--- src/hdl/fiwe_pkg.sv ---
`timescale 1ns / 1ps

package fiwe_pkg;

   localparam int SCALE_FRACTION_BITS = 24;
   localparam logic [31:0] SCALE_RESET = 32'h1 << SCALE_FRACTION_BITS;
   localparam logic [63:0] ROUND_HALF = 64'h1 << (SCALE_FRACTION_BITS - 1);

   localparam int QUEUE_DEPTH = 8;
   localparam int QUEUE_PTR_WIDTH = $clog2(QUEUE_DEPTH);
   localparam int QUEUE_CNT_WIDTH = QUEUE_PTR_WIDTH + 1;

   typedef logic [QUEUE_PTR_WIDTH-1:0] queue_ptr_type;
   typedef logic [QUEUE_CNT_WIDTH-1:0] queue_cnt_type;

   typedef enum logic [0:0] {
      CSR_SCALE_FACTOR = 1'b0,
      CSR_ORIGIN_TIME  = 1'b1
   } csr_index_type;

   typedef struct packed {
      logic [31:0] scaled_time;
      logic        first_of_track;
      logic        last_of_track;
   } scaled_item_type;

   typedef struct packed {
      logic stage1_valid;
      logic stage2_valid;
   } front_status_type;

   typedef struct packed {
      logic        pad_after;
      logic [23:0] word_offset;
      logic [15:0] zero_words_before;
      logic [15:0] interval_word;
   } result_type;

endpackage

--- src/hdl/flux_interval_word_encoder_unit.sv ---
`timescale 1ns / 1ps
// path: an accepted req word passes the multiply, round and queue registers to the rsp register
// throughput: one word per cycle unless rsp_tready stalls, set by the interval and error update
// the multiplier and rounding stages feed an 8-entry queue, req_tready drops only when
// the queue count plus the words in the two front stages reach the queue depth
// reset: synchronous, clears the scale to 1.0, origin, time, error and word count

module flux_interval_word_encoder_unit (
   input  logic        clock,
   input  logic        reset,
   input  logic        req_tvalid,
   output logic        req_tready,
   input  logic [31:0] req_tdata,   // transition_time
   input  logic        req_tuser,   // first_of_track
   input  logic        req_tlast,   // last_of_track
   output logic        rsp_tvalid,
   input  logic        rsp_tready,
   output logic [55:0] rsp_tdata,   // interval_word, zero_words_before, word_offset
   output logic        rsp_tuser,   // pad_after
   input  logic        csr_valid,
   output logic        csr_ready,
   input  logic [0:0]  csr_index,
   input  logic [31:0] csr_data
);

   logic [31:0] scale_factor_ff;
   logic [31:0] origin_time_ff;

   fiwe_pkg::scaled_item_type  front_item;
   logic                       front_valid;
   fiwe_pkg::front_status_type front_status;
   fiwe_pkg::scaled_item_type  head_item;
   logic                       head_valid;
   fiwe_pkg::queue_cnt_type    queue_count;
   logic                       pop;
   fiwe_pkg::result_type       result;
   logic [fiwe_pkg::QUEUE_CNT_WIDTH:0] occupancy;
   logic                       accept;

   assign csr_ready = 1'b1;

   always_ff @(posedge clock) begin
      if (reset) begin
         scale_factor_ff <= fiwe_pkg::SCALE_RESET;
         origin_time_ff  <= '0;
      end else if (csr_valid) begin
         case (fiwe_pkg::csr_index_type'(csr_index))
            fiwe_pkg::CSR_SCALE_FACTOR: begin
               scale_factor_ff <= csr_data;
            end
            fiwe_pkg::CSR_ORIGIN_TIME: begin
               origin_time_ff <= csr_data;
            end
            default: begin
            end
         endcase
      end
   end

   // credit check covers words still in the front stages
   assign occupancy = (fiwe_pkg::QUEUE_CNT_WIDTH + 1)'(queue_count)
                    + (fiwe_pkg::QUEUE_CNT_WIDTH + 1)'(front_status.stage1_valid)
                    + (fiwe_pkg::QUEUE_CNT_WIDTH + 1)'(front_status.stage2_valid);
   assign req_tready = occupancy < (fiwe_pkg::QUEUE_CNT_WIDTH + 1)'(fiwe_pkg::QUEUE_DEPTH);
   assign accept     = req_tvalid && req_tready;

   fiwe_front u_front (
      .clock           (clock),
      .reset           (reset),
      .accept          (accept),
      .transition_time (req_tdata),
      .first_of_track  (req_tuser),
      .last_of_track   (req_tlast),
      .scale_factor    (scale_factor_ff),
      .item            (front_item),
      .item_valid      (front_valid),
      .status          (front_status)
   );

   fiwe_queue u_queue (
      .clock     (clock),
      .reset     (reset),
      .push      (front_valid),
      .push_item (front_item),
      .pop       (pop),
      .head_item (head_item),
      .not_empty (head_valid),
      .count     (queue_count)
   );

   fiwe_back u_back (
      .clock       (clock),
      .reset       (reset),
      .item        (head_item),
      .item_valid  (head_valid),
      .origin_time (origin_time_ff),
      .rsp_ready   (rsp_tready),
      .pop         (pop),
      .result      (result),
      .rsp_valid   (rsp_tvalid)
   );

   assign rsp_tdata = {result.word_offset, result.zero_words_before, result.interval_word};
   assign rsp_tuser = result.pad_after;

endmodule

--- src/hdl/fiwe_front.sv ---
`timescale 1ns / 1ps

module fiwe_front (
   input  logic                      clock,
   input  logic                      reset,
   input  logic                      accept,
   input  logic [31:0]               transition_time,
   input  logic                      first_of_track,
   input  logic                      last_of_track,
   input  logic [31:0]               scale_factor,
   output fiwe_pkg::scaled_item_type item,
   output logic                      item_valid,
   output fiwe_pkg::front_status_type status
);

   logic [63:0] product_ff;
   logic        first_ff;
   logic        last_ff;
   logic        stage1_valid_ff;

   fiwe_pkg::scaled_item_type item_ff;
   fiwe_pkg::scaled_item_type item_in;
   logic                      stage2_valid_ff;

   logic [63:0] rounded;
   logic [63:0] shifted;

   // multiply stage
   always_ff @(posedge clock) begin
      if (reset) begin
         stage1_valid_ff <= 1'b0;
      end else begin
         stage1_valid_ff <= accept;
      end
      if (accept) begin
         product_ff <= 64'(transition_time) * 64'(scale_factor);
         first_ff   <= first_of_track;
         last_ff    <= last_of_track;
      end
   end

   // round, shift and saturate
   always_comb begin
      rounded = product_ff + fiwe_pkg::ROUND_HALF;
      shifted = rounded >> fiwe_pkg::SCALE_FRACTION_BITS;
      item_in.scaled_time    = (|shifted[63:32]) ? 32'hFFFF_FFFF : shifted[31:0];
      item_in.first_of_track = first_ff;
      item_in.last_of_track  = last_ff;
   end

   always_ff @(posedge clock) begin
      if (reset) begin
         stage2_valid_ff <= 1'b0;
      end else begin
         stage2_valid_ff <= stage1_valid_ff;
      end
      if (stage1_valid_ff) begin
         item_ff <= item_in;
      end
   end

   assign item       = item_ff;
   assign item_valid = stage2_valid_ff;

   assign status.stage1_valid = stage1_valid_ff;
   assign status.stage2_valid = stage2_valid_ff;

endmodule

--- src/hdl/fiwe_queue.sv ---
`timescale 1ns / 1ps

module fiwe_queue (
   input  logic                      clock,
   input  logic                      reset,
   input  logic                      push,
   input  fiwe_pkg::scaled_item_type push_item,
   input  logic                      pop,
   output fiwe_pkg::scaled_item_type head_item,
   output logic                      not_empty,
   output fiwe_pkg::queue_cnt_type   count
);

   fiwe_pkg::scaled_item_type entry_ff [fiwe_pkg::QUEUE_DEPTH];

   fiwe_pkg::queue_ptr_type wr_ptr_ff;
   fiwe_pkg::queue_ptr_type rd_ptr_ff;
   fiwe_pkg::queue_cnt_type count_ff;

   always_ff @(posedge clock) begin
      if (push) begin
         entry_ff[wr_ptr_ff] <= push_item;
      end
   end

   always_ff @(posedge clock) begin
      if (reset) begin
         wr_ptr_ff <= '0;
         rd_ptr_ff <= '0;
         count_ff  <= '0;
      end else begin
         if (push) begin
            wr_ptr_ff <= wr_ptr_ff + fiwe_pkg::queue_ptr_type'(1);
         end
         if (pop) begin
            rd_ptr_ff <= rd_ptr_ff + fiwe_pkg::queue_ptr_type'(1);
         end
         if (push && !pop) begin
            count_ff <= count_ff + fiwe_pkg::queue_cnt_type'(1);
         end else if (pop && !push) begin
            count_ff <= count_ff - fiwe_pkg::queue_cnt_type'(1);
         end
      end
   end

   assign head_item = entry_ff[rd_ptr_ff];
   assign not_empty = (count_ff != '0);
   assign count     = count_ff;

endmodule

--- src/hdl/fiwe_back.sv ---
`timescale 1ns / 1ps

module fiwe_back (
   input  logic                      clock,
   input  logic                      reset,
   input  fiwe_pkg::scaled_item_type item,
   input  logic                      item_valid,
   input  logic [31:0]               origin_time,
   input  logic                      rsp_ready,
   output logic                      pop,
   output fiwe_pkg::result_type      result,
   output logic                      rsp_valid
);

   logic [31:0] previous_time_ff;
   logic [31:0] push_error_ff;
   logic [23:0] words_emitted_ff;

   logic [31:0] previous_time_in;
   logic [31:0] push_error_in;
   logic [23:0] words_emitted_in;

   fiwe_pkg::result_type result_ff;
   fiwe_pkg::result_type result_in;
   logic                 rsp_valid_ff;

   logic [31:0] prev_time;
   logic [31:0] error;
   logic [23:0] words;
   logic [31:0] raw_interval;
   logic [31:0] interval;
   logic        pushed;
   logic [23:0] words_sum;
   logic        pad;

   assign pop = item_valid && (!rsp_valid_ff || rsp_ready);

   always_comb begin
      prev_time    = item.first_of_track ? origin_time : previous_time_ff;
      error        = item.first_of_track ? 32'd0 : push_error_ff;
      words        = item.first_of_track ? 24'd0 : words_emitted_ff;
      raw_interval = item.scaled_time - prev_time;
      pushed       = raw_interval < (error + 32'd1);
      interval     = pushed ? 32'd1 : raw_interval;
      push_error_in = pushed ? (error + 32'd1 - raw_interval) : error;
      previous_time_in = item.scaled_time;
      words_sum    = words + 24'(interval[31:16]) + 24'd1;
      pad          = item.last_of_track && words_sum[0];
      words_emitted_in = words_sum + 24'(pad);

      result_in.interval_word     = interval[15:0];
      result_in.zero_words_before = interval[31:16];
      result_in.word_offset       = words;
      result_in.pad_after         = pad;
   end

   always_ff @(posedge clock) begin
      if (reset) begin
         previous_time_ff <= '0;
         push_error_ff    <= '0;
         words_emitted_ff <= '0;
         rsp_valid_ff     <= 1'b0;
      end else begin
         if (pop) begin
            previous_time_ff <= previous_time_in;
            push_error_ff    <= push_error_in;
            words_emitted_ff <= words_emitted_in;
            rsp_valid_ff     <= 1'b1;
         end else if (rsp_ready) begin
            rsp_valid_ff     <= 1'b0;
         end
      end
   end

   always_ff @(posedge clock) begin
      if (pop) begin
         result_ff <= result_in;
      end
   end

   assign result    = result_ff;
   assign rsp_valid = rsp_valid_ff;

endmodule

--- config.mk ---
export PLATFORM = sky130hd
export DESIGN_NAME = flux_interval_word_encoder_unit
export DESIGN_NICKNAME = d
export VERILOG_FILES = /design/src/hdl/fiwe_pkg.sv /design/src/hdl/flux_interval_word_encoder_unit.sv /design/src/hdl/fiwe_front.sv /design/src/hdl/fiwe_queue.sv /design/src/hdl/fiwe_back.sv
export SDC_FILE = /design/constraint.sdc
export NUM_CORES = 2
export LEC_CHECK = 0
export BUFFER_PORTS_ARGS = -buffer_cell sky130_fd_sc_hd__buf_4
export CORE_MARGIN = 1
export CORE_UTILIZATION = 60
export CTS_BUF_LIST = sky130_fd_sc_hd__clkbuf_8 sky130_fd_sc_hd__clkbuf_16
export DETAILED_ROUTE_END_ITERATION = 6
export GPL_TIMING_DRIVEN = 0
export PLACE_DENSITY = 0.86
export SYNTH_ARGS = -nofsm -noshare
export SYNTH_HDL_FRONTEND = slang
export SYNTH_HIERARCHICAL = 1
export SYNTH_SLANG_ARGS = --single-unit
--- constraint.sdc ---
create_clock -name clock -period 11.11 [get_ports clock]
set_input_delay 2.222 -clock clock [delete_from_list [all_inputs] [get_ports clock]]
set_output_delay 2.222 -clock clock [all_outputs]
set_load 0.02 [all_outputs]
==> run metrics <==
die width=roughly 320 µm; Die Height=319.7 µm; GRT Overall Usage=a little over 40%; row count=116; Final Net Count=between 7000 and 8000; Via density=about 6.2; Synth Cell Area=approximately 0.06 mm²; Yosys top cell area share=between 20% and 30%; synth unique cells=110; Hold Path Sink=u_front/item[1]$_DFFE_PP_; total power draw=15630 µW; Worst setup SP type=flip-flop; syn_nets=7209; Critical Path AT=roughly 11 ns; FFs w/ async S/R, synth=0%; LEAKAGE=0.02893 µW; critical path class=reg2reg; Min-Delay Path Depth=0; headroom to the max-slew limit=~2.2%; Final WS setup=0.3612 ns; antenna viol nets, final=0; HP Class=reg2reg; Vias=46490; dpl hpwl=about 160000 µm; CTS clock-pin slew for the worst setup and hold paths=around 0.060 ns; Initial Utilization=60.54%; Initial DRC Count=around 5500; hold_sp=u_front/first_ff$_DFFE_PP_; first-pass GRT wire length=298000 µm; Fill cells=~7700; Req. time, crit path=11.59 ns; Final min period=10.75 ns; status=finished, final reports clean; clk_skew=0.02895 ns; vias in the first global route=roughly 47000; largest net degree at the start of global routing=64; cts bufs inserted=52; Seq cells post-synth=574; Max Slew Vio Count=0; H-tree levels=2; GRT overflow=0; worst reg2reg path depth=39; routability cong.=~1.1; R2R Path End=u_back/words_emitted_ff[23]$_SDFFE_PP0P_; Syn Area/Cell=around 10 µm²; Die Area=0.1022 mm²; Clock Tree Buf Depth=3; Seq/Total Area, Yosys=between 20% and 30%; Mapped Cells=roughly 6000; DRT Wirelength=roughly 200000 µm; share of layout cells above drive strength 1=roughly 8.4%; port bufs=130; Final Core Density=65.51%; max incr delay on CP=0.74 ns; root buffer cell=clkbuf_16; final hold vios=0; Place WS=-2.087 ns; Ys Warns=6; part of the cycle the worst path needs=96.75%; CP max-delay cell=a211oi_1; CTS tree=built; core area=0.1000 mm²; top-count cell post-synth=inv_1; top cells by count, synth=inv_1, fa_1, nand2_1; DRC violations left=0; worst-path fanout max=10; worst vdd ir=0.0002732 V; antenna violations before repair=29; number of synthesized flops with an enable pin=406; Worst-Margin Slew=approximately 1.5 ns; fmax=93.03 MHz; drt first pass iters=7; Clock Latency Late Sink=approximately 0.6 ns; clock sink total=574; CP endpoint kind=flip-flop; reg-to-reg slack, setup=around 0.36 ns; max-cap violation count=0; number of I/O pins=132; largest cells by area after synthesis=fa_1, edfxtp_1, ha_1; Pwr Density=238.5 mW/mm²; dominant synthesized flop cell=edfxtp_1; Setup Viol. Count Final=0; top cell type by total area after synthesis=fa_1; routed len/inst=27.43 µm; RSZ-0062 raised after global routing=no; Area Overhead vs Synth=8.209%
[routing by layer]
layer	global-route usage, %	vias up	routed length [µm]
met3	10.13	800	24510
met1	51.97	23230	73930
met4	25.42	8	15750
li1	-	19210	-
met5	0	-	58
met2	61.25	3244	89980
[logic make-up (layout without fill, tap and decap cells)]
kind of cell | count (synthesis) | in the layout | synth area share [%]
and+or+nand+nor | 1889 | 1889 | 15.87
buffers and inverters | 1253 | 1503 | 8.116
adders and majority gates | 1247 | 1247 | 36.92
AOI/OAI and AO/OA | 599 | 599 | 6.700
DFF | 574 | 574 | 25.69
xor gates and xnor gates | 182 | 182 | 2.633
muxes | 145 | 145 | 4.065
other | 1 | 10 | 0.006194
[where the power goes]
part	internal, µW	switching, µW
Combinational	3890	6850
Clock	1010	821
Sequential	2850	200
[worst max path at each step]
stage,endpoint,slack (ns),cells after the start
2_1_floorplan,u_back/words_emitted_ff[18]$_SDFFE_PP0P_,1.69,40
3_3_place_gp,u_back/words_emitted_ff[23]$_SDFFE_PP0P_,-2.02,38
3_5_place_dp,u_back/words_emitted_ff[23]$_SDFFE_PP0P_,-2.09,38
4_1_cts,u_back/words_emitted_ff[23]$_SDFFE_PP0P_,0.07,38
5_1_grt,u_back/words_emitted_ff[18]$_SDFFE_PP0P_,0.01,40
6_report,u_back/words_emitted_ff[23]$_SDFFE_PP0P_,0.36,39
[flip-flops by register name (all words and copies together), names as in the netlist, named ones only]
register,cells
u_queue/entry_ff,272
u_back/result,57
u_front/product_ff,41
u_front/item,34
origin_time_ff,32
scale_factor_ff,32
u_back/previous_time_ff,32
u_back/push_error_ff,32
u_back/words_emitted_ff,24
u_queue/count,4
u_queue/rd_ptr_ff,3
u_queue/wr_ptr_ff,3
u_back/rsp_valid,1
u_front/first_ff,1
u_front/item_valid,1
u_front/last_ff,1
u_front/stage1_valid_ff,1
[repair_timing]
item / CTS / global route
setup buffers: 0 / 6
endpoints found under the setup margin: 17 / 13
pin swaps: 0 / 6
hold buffers: 0 / 0
resized for setup: 32 / 23
[final cells by class]
cell class / instances / area, µm² / area share, %
Antenna cell: 9 / 22.52 / 0.03438
Buffer: 311 / 1413 / 2.156
Clock buffer: 58 / 1418 / 2.164
Clock inverter: 37 / 296.5 / 0.4527
Inverter: 941 / 3536 / 5.397
Multi-Input combinational cell: 4063 / 40290 / 61.50
Sequential cell: 574 / 15560 / 23.75
Tap cell: 1298 / 1624 / 2.479
Timing Repair Buffer: 156 / 1354 / 2.067
[through the flow]
| step | setup TNS, ns | instance area [µm²] | cells | hold slack [ns] |
|---|---|---|---|---|
| 6_report | 0 | 65510 | 7447 | 0.4355 |
| 5_1_grt | 0 | 65490 | 7439 | 0.4529 |
| 4_1_cts | 0 | 65370 | 7433 | 0.4392 |
| 3_5_place_dp | -21.13 | 63540 | 7338 | 0.4131 |
| 3_3_place_gp | -20.90 | 63140 | 7318 | 0.4070 |
| 2_1_floorplan | 0 | 60540 | 5890 | 0.4003 |
[layout by cell type, fill, tap and decap left out, types with 27 or more instances in the layout]
cell type	instances
a211oi_1	29
a21o_1	75
a21oi_1	189
a21oi_2	32
and2_1	633
and3_1	35
buf_4	144
buf_6	27
clkbuf_1	242
clkbuf_16	55
dfxtp_1	166
edfxtp_1	406
fa_1	899
ha_1	348
inv_1	951
mux2i_1	39
mux4_2	59
nand2_1	717
nand2_2	28
nand2b_1	30
nand3_1	60
nand4_1	37
nor2_1	175
nor2b_1	42
nor3_1	34
o21ai_0	62
xnor2_1	94
xor2_1	84
[worst max-delay path, delay by kind of cell (launching register included)]
| kind | cells | cell delay, ns |
|---|---|---|
| AOI/OAI and AO/OA | 12 | 3.23 |
| and+or+nand+nor | 9 | 2.24 |
| DFF | 1 | 0.34 |
| buffers and inverters | 9 | 1.87 |
| muxes | 5 | 1.76 |
| adders and majority gates | 4 | 1.15 |
No activity file was read; power rests on OpenSTA's default activity.
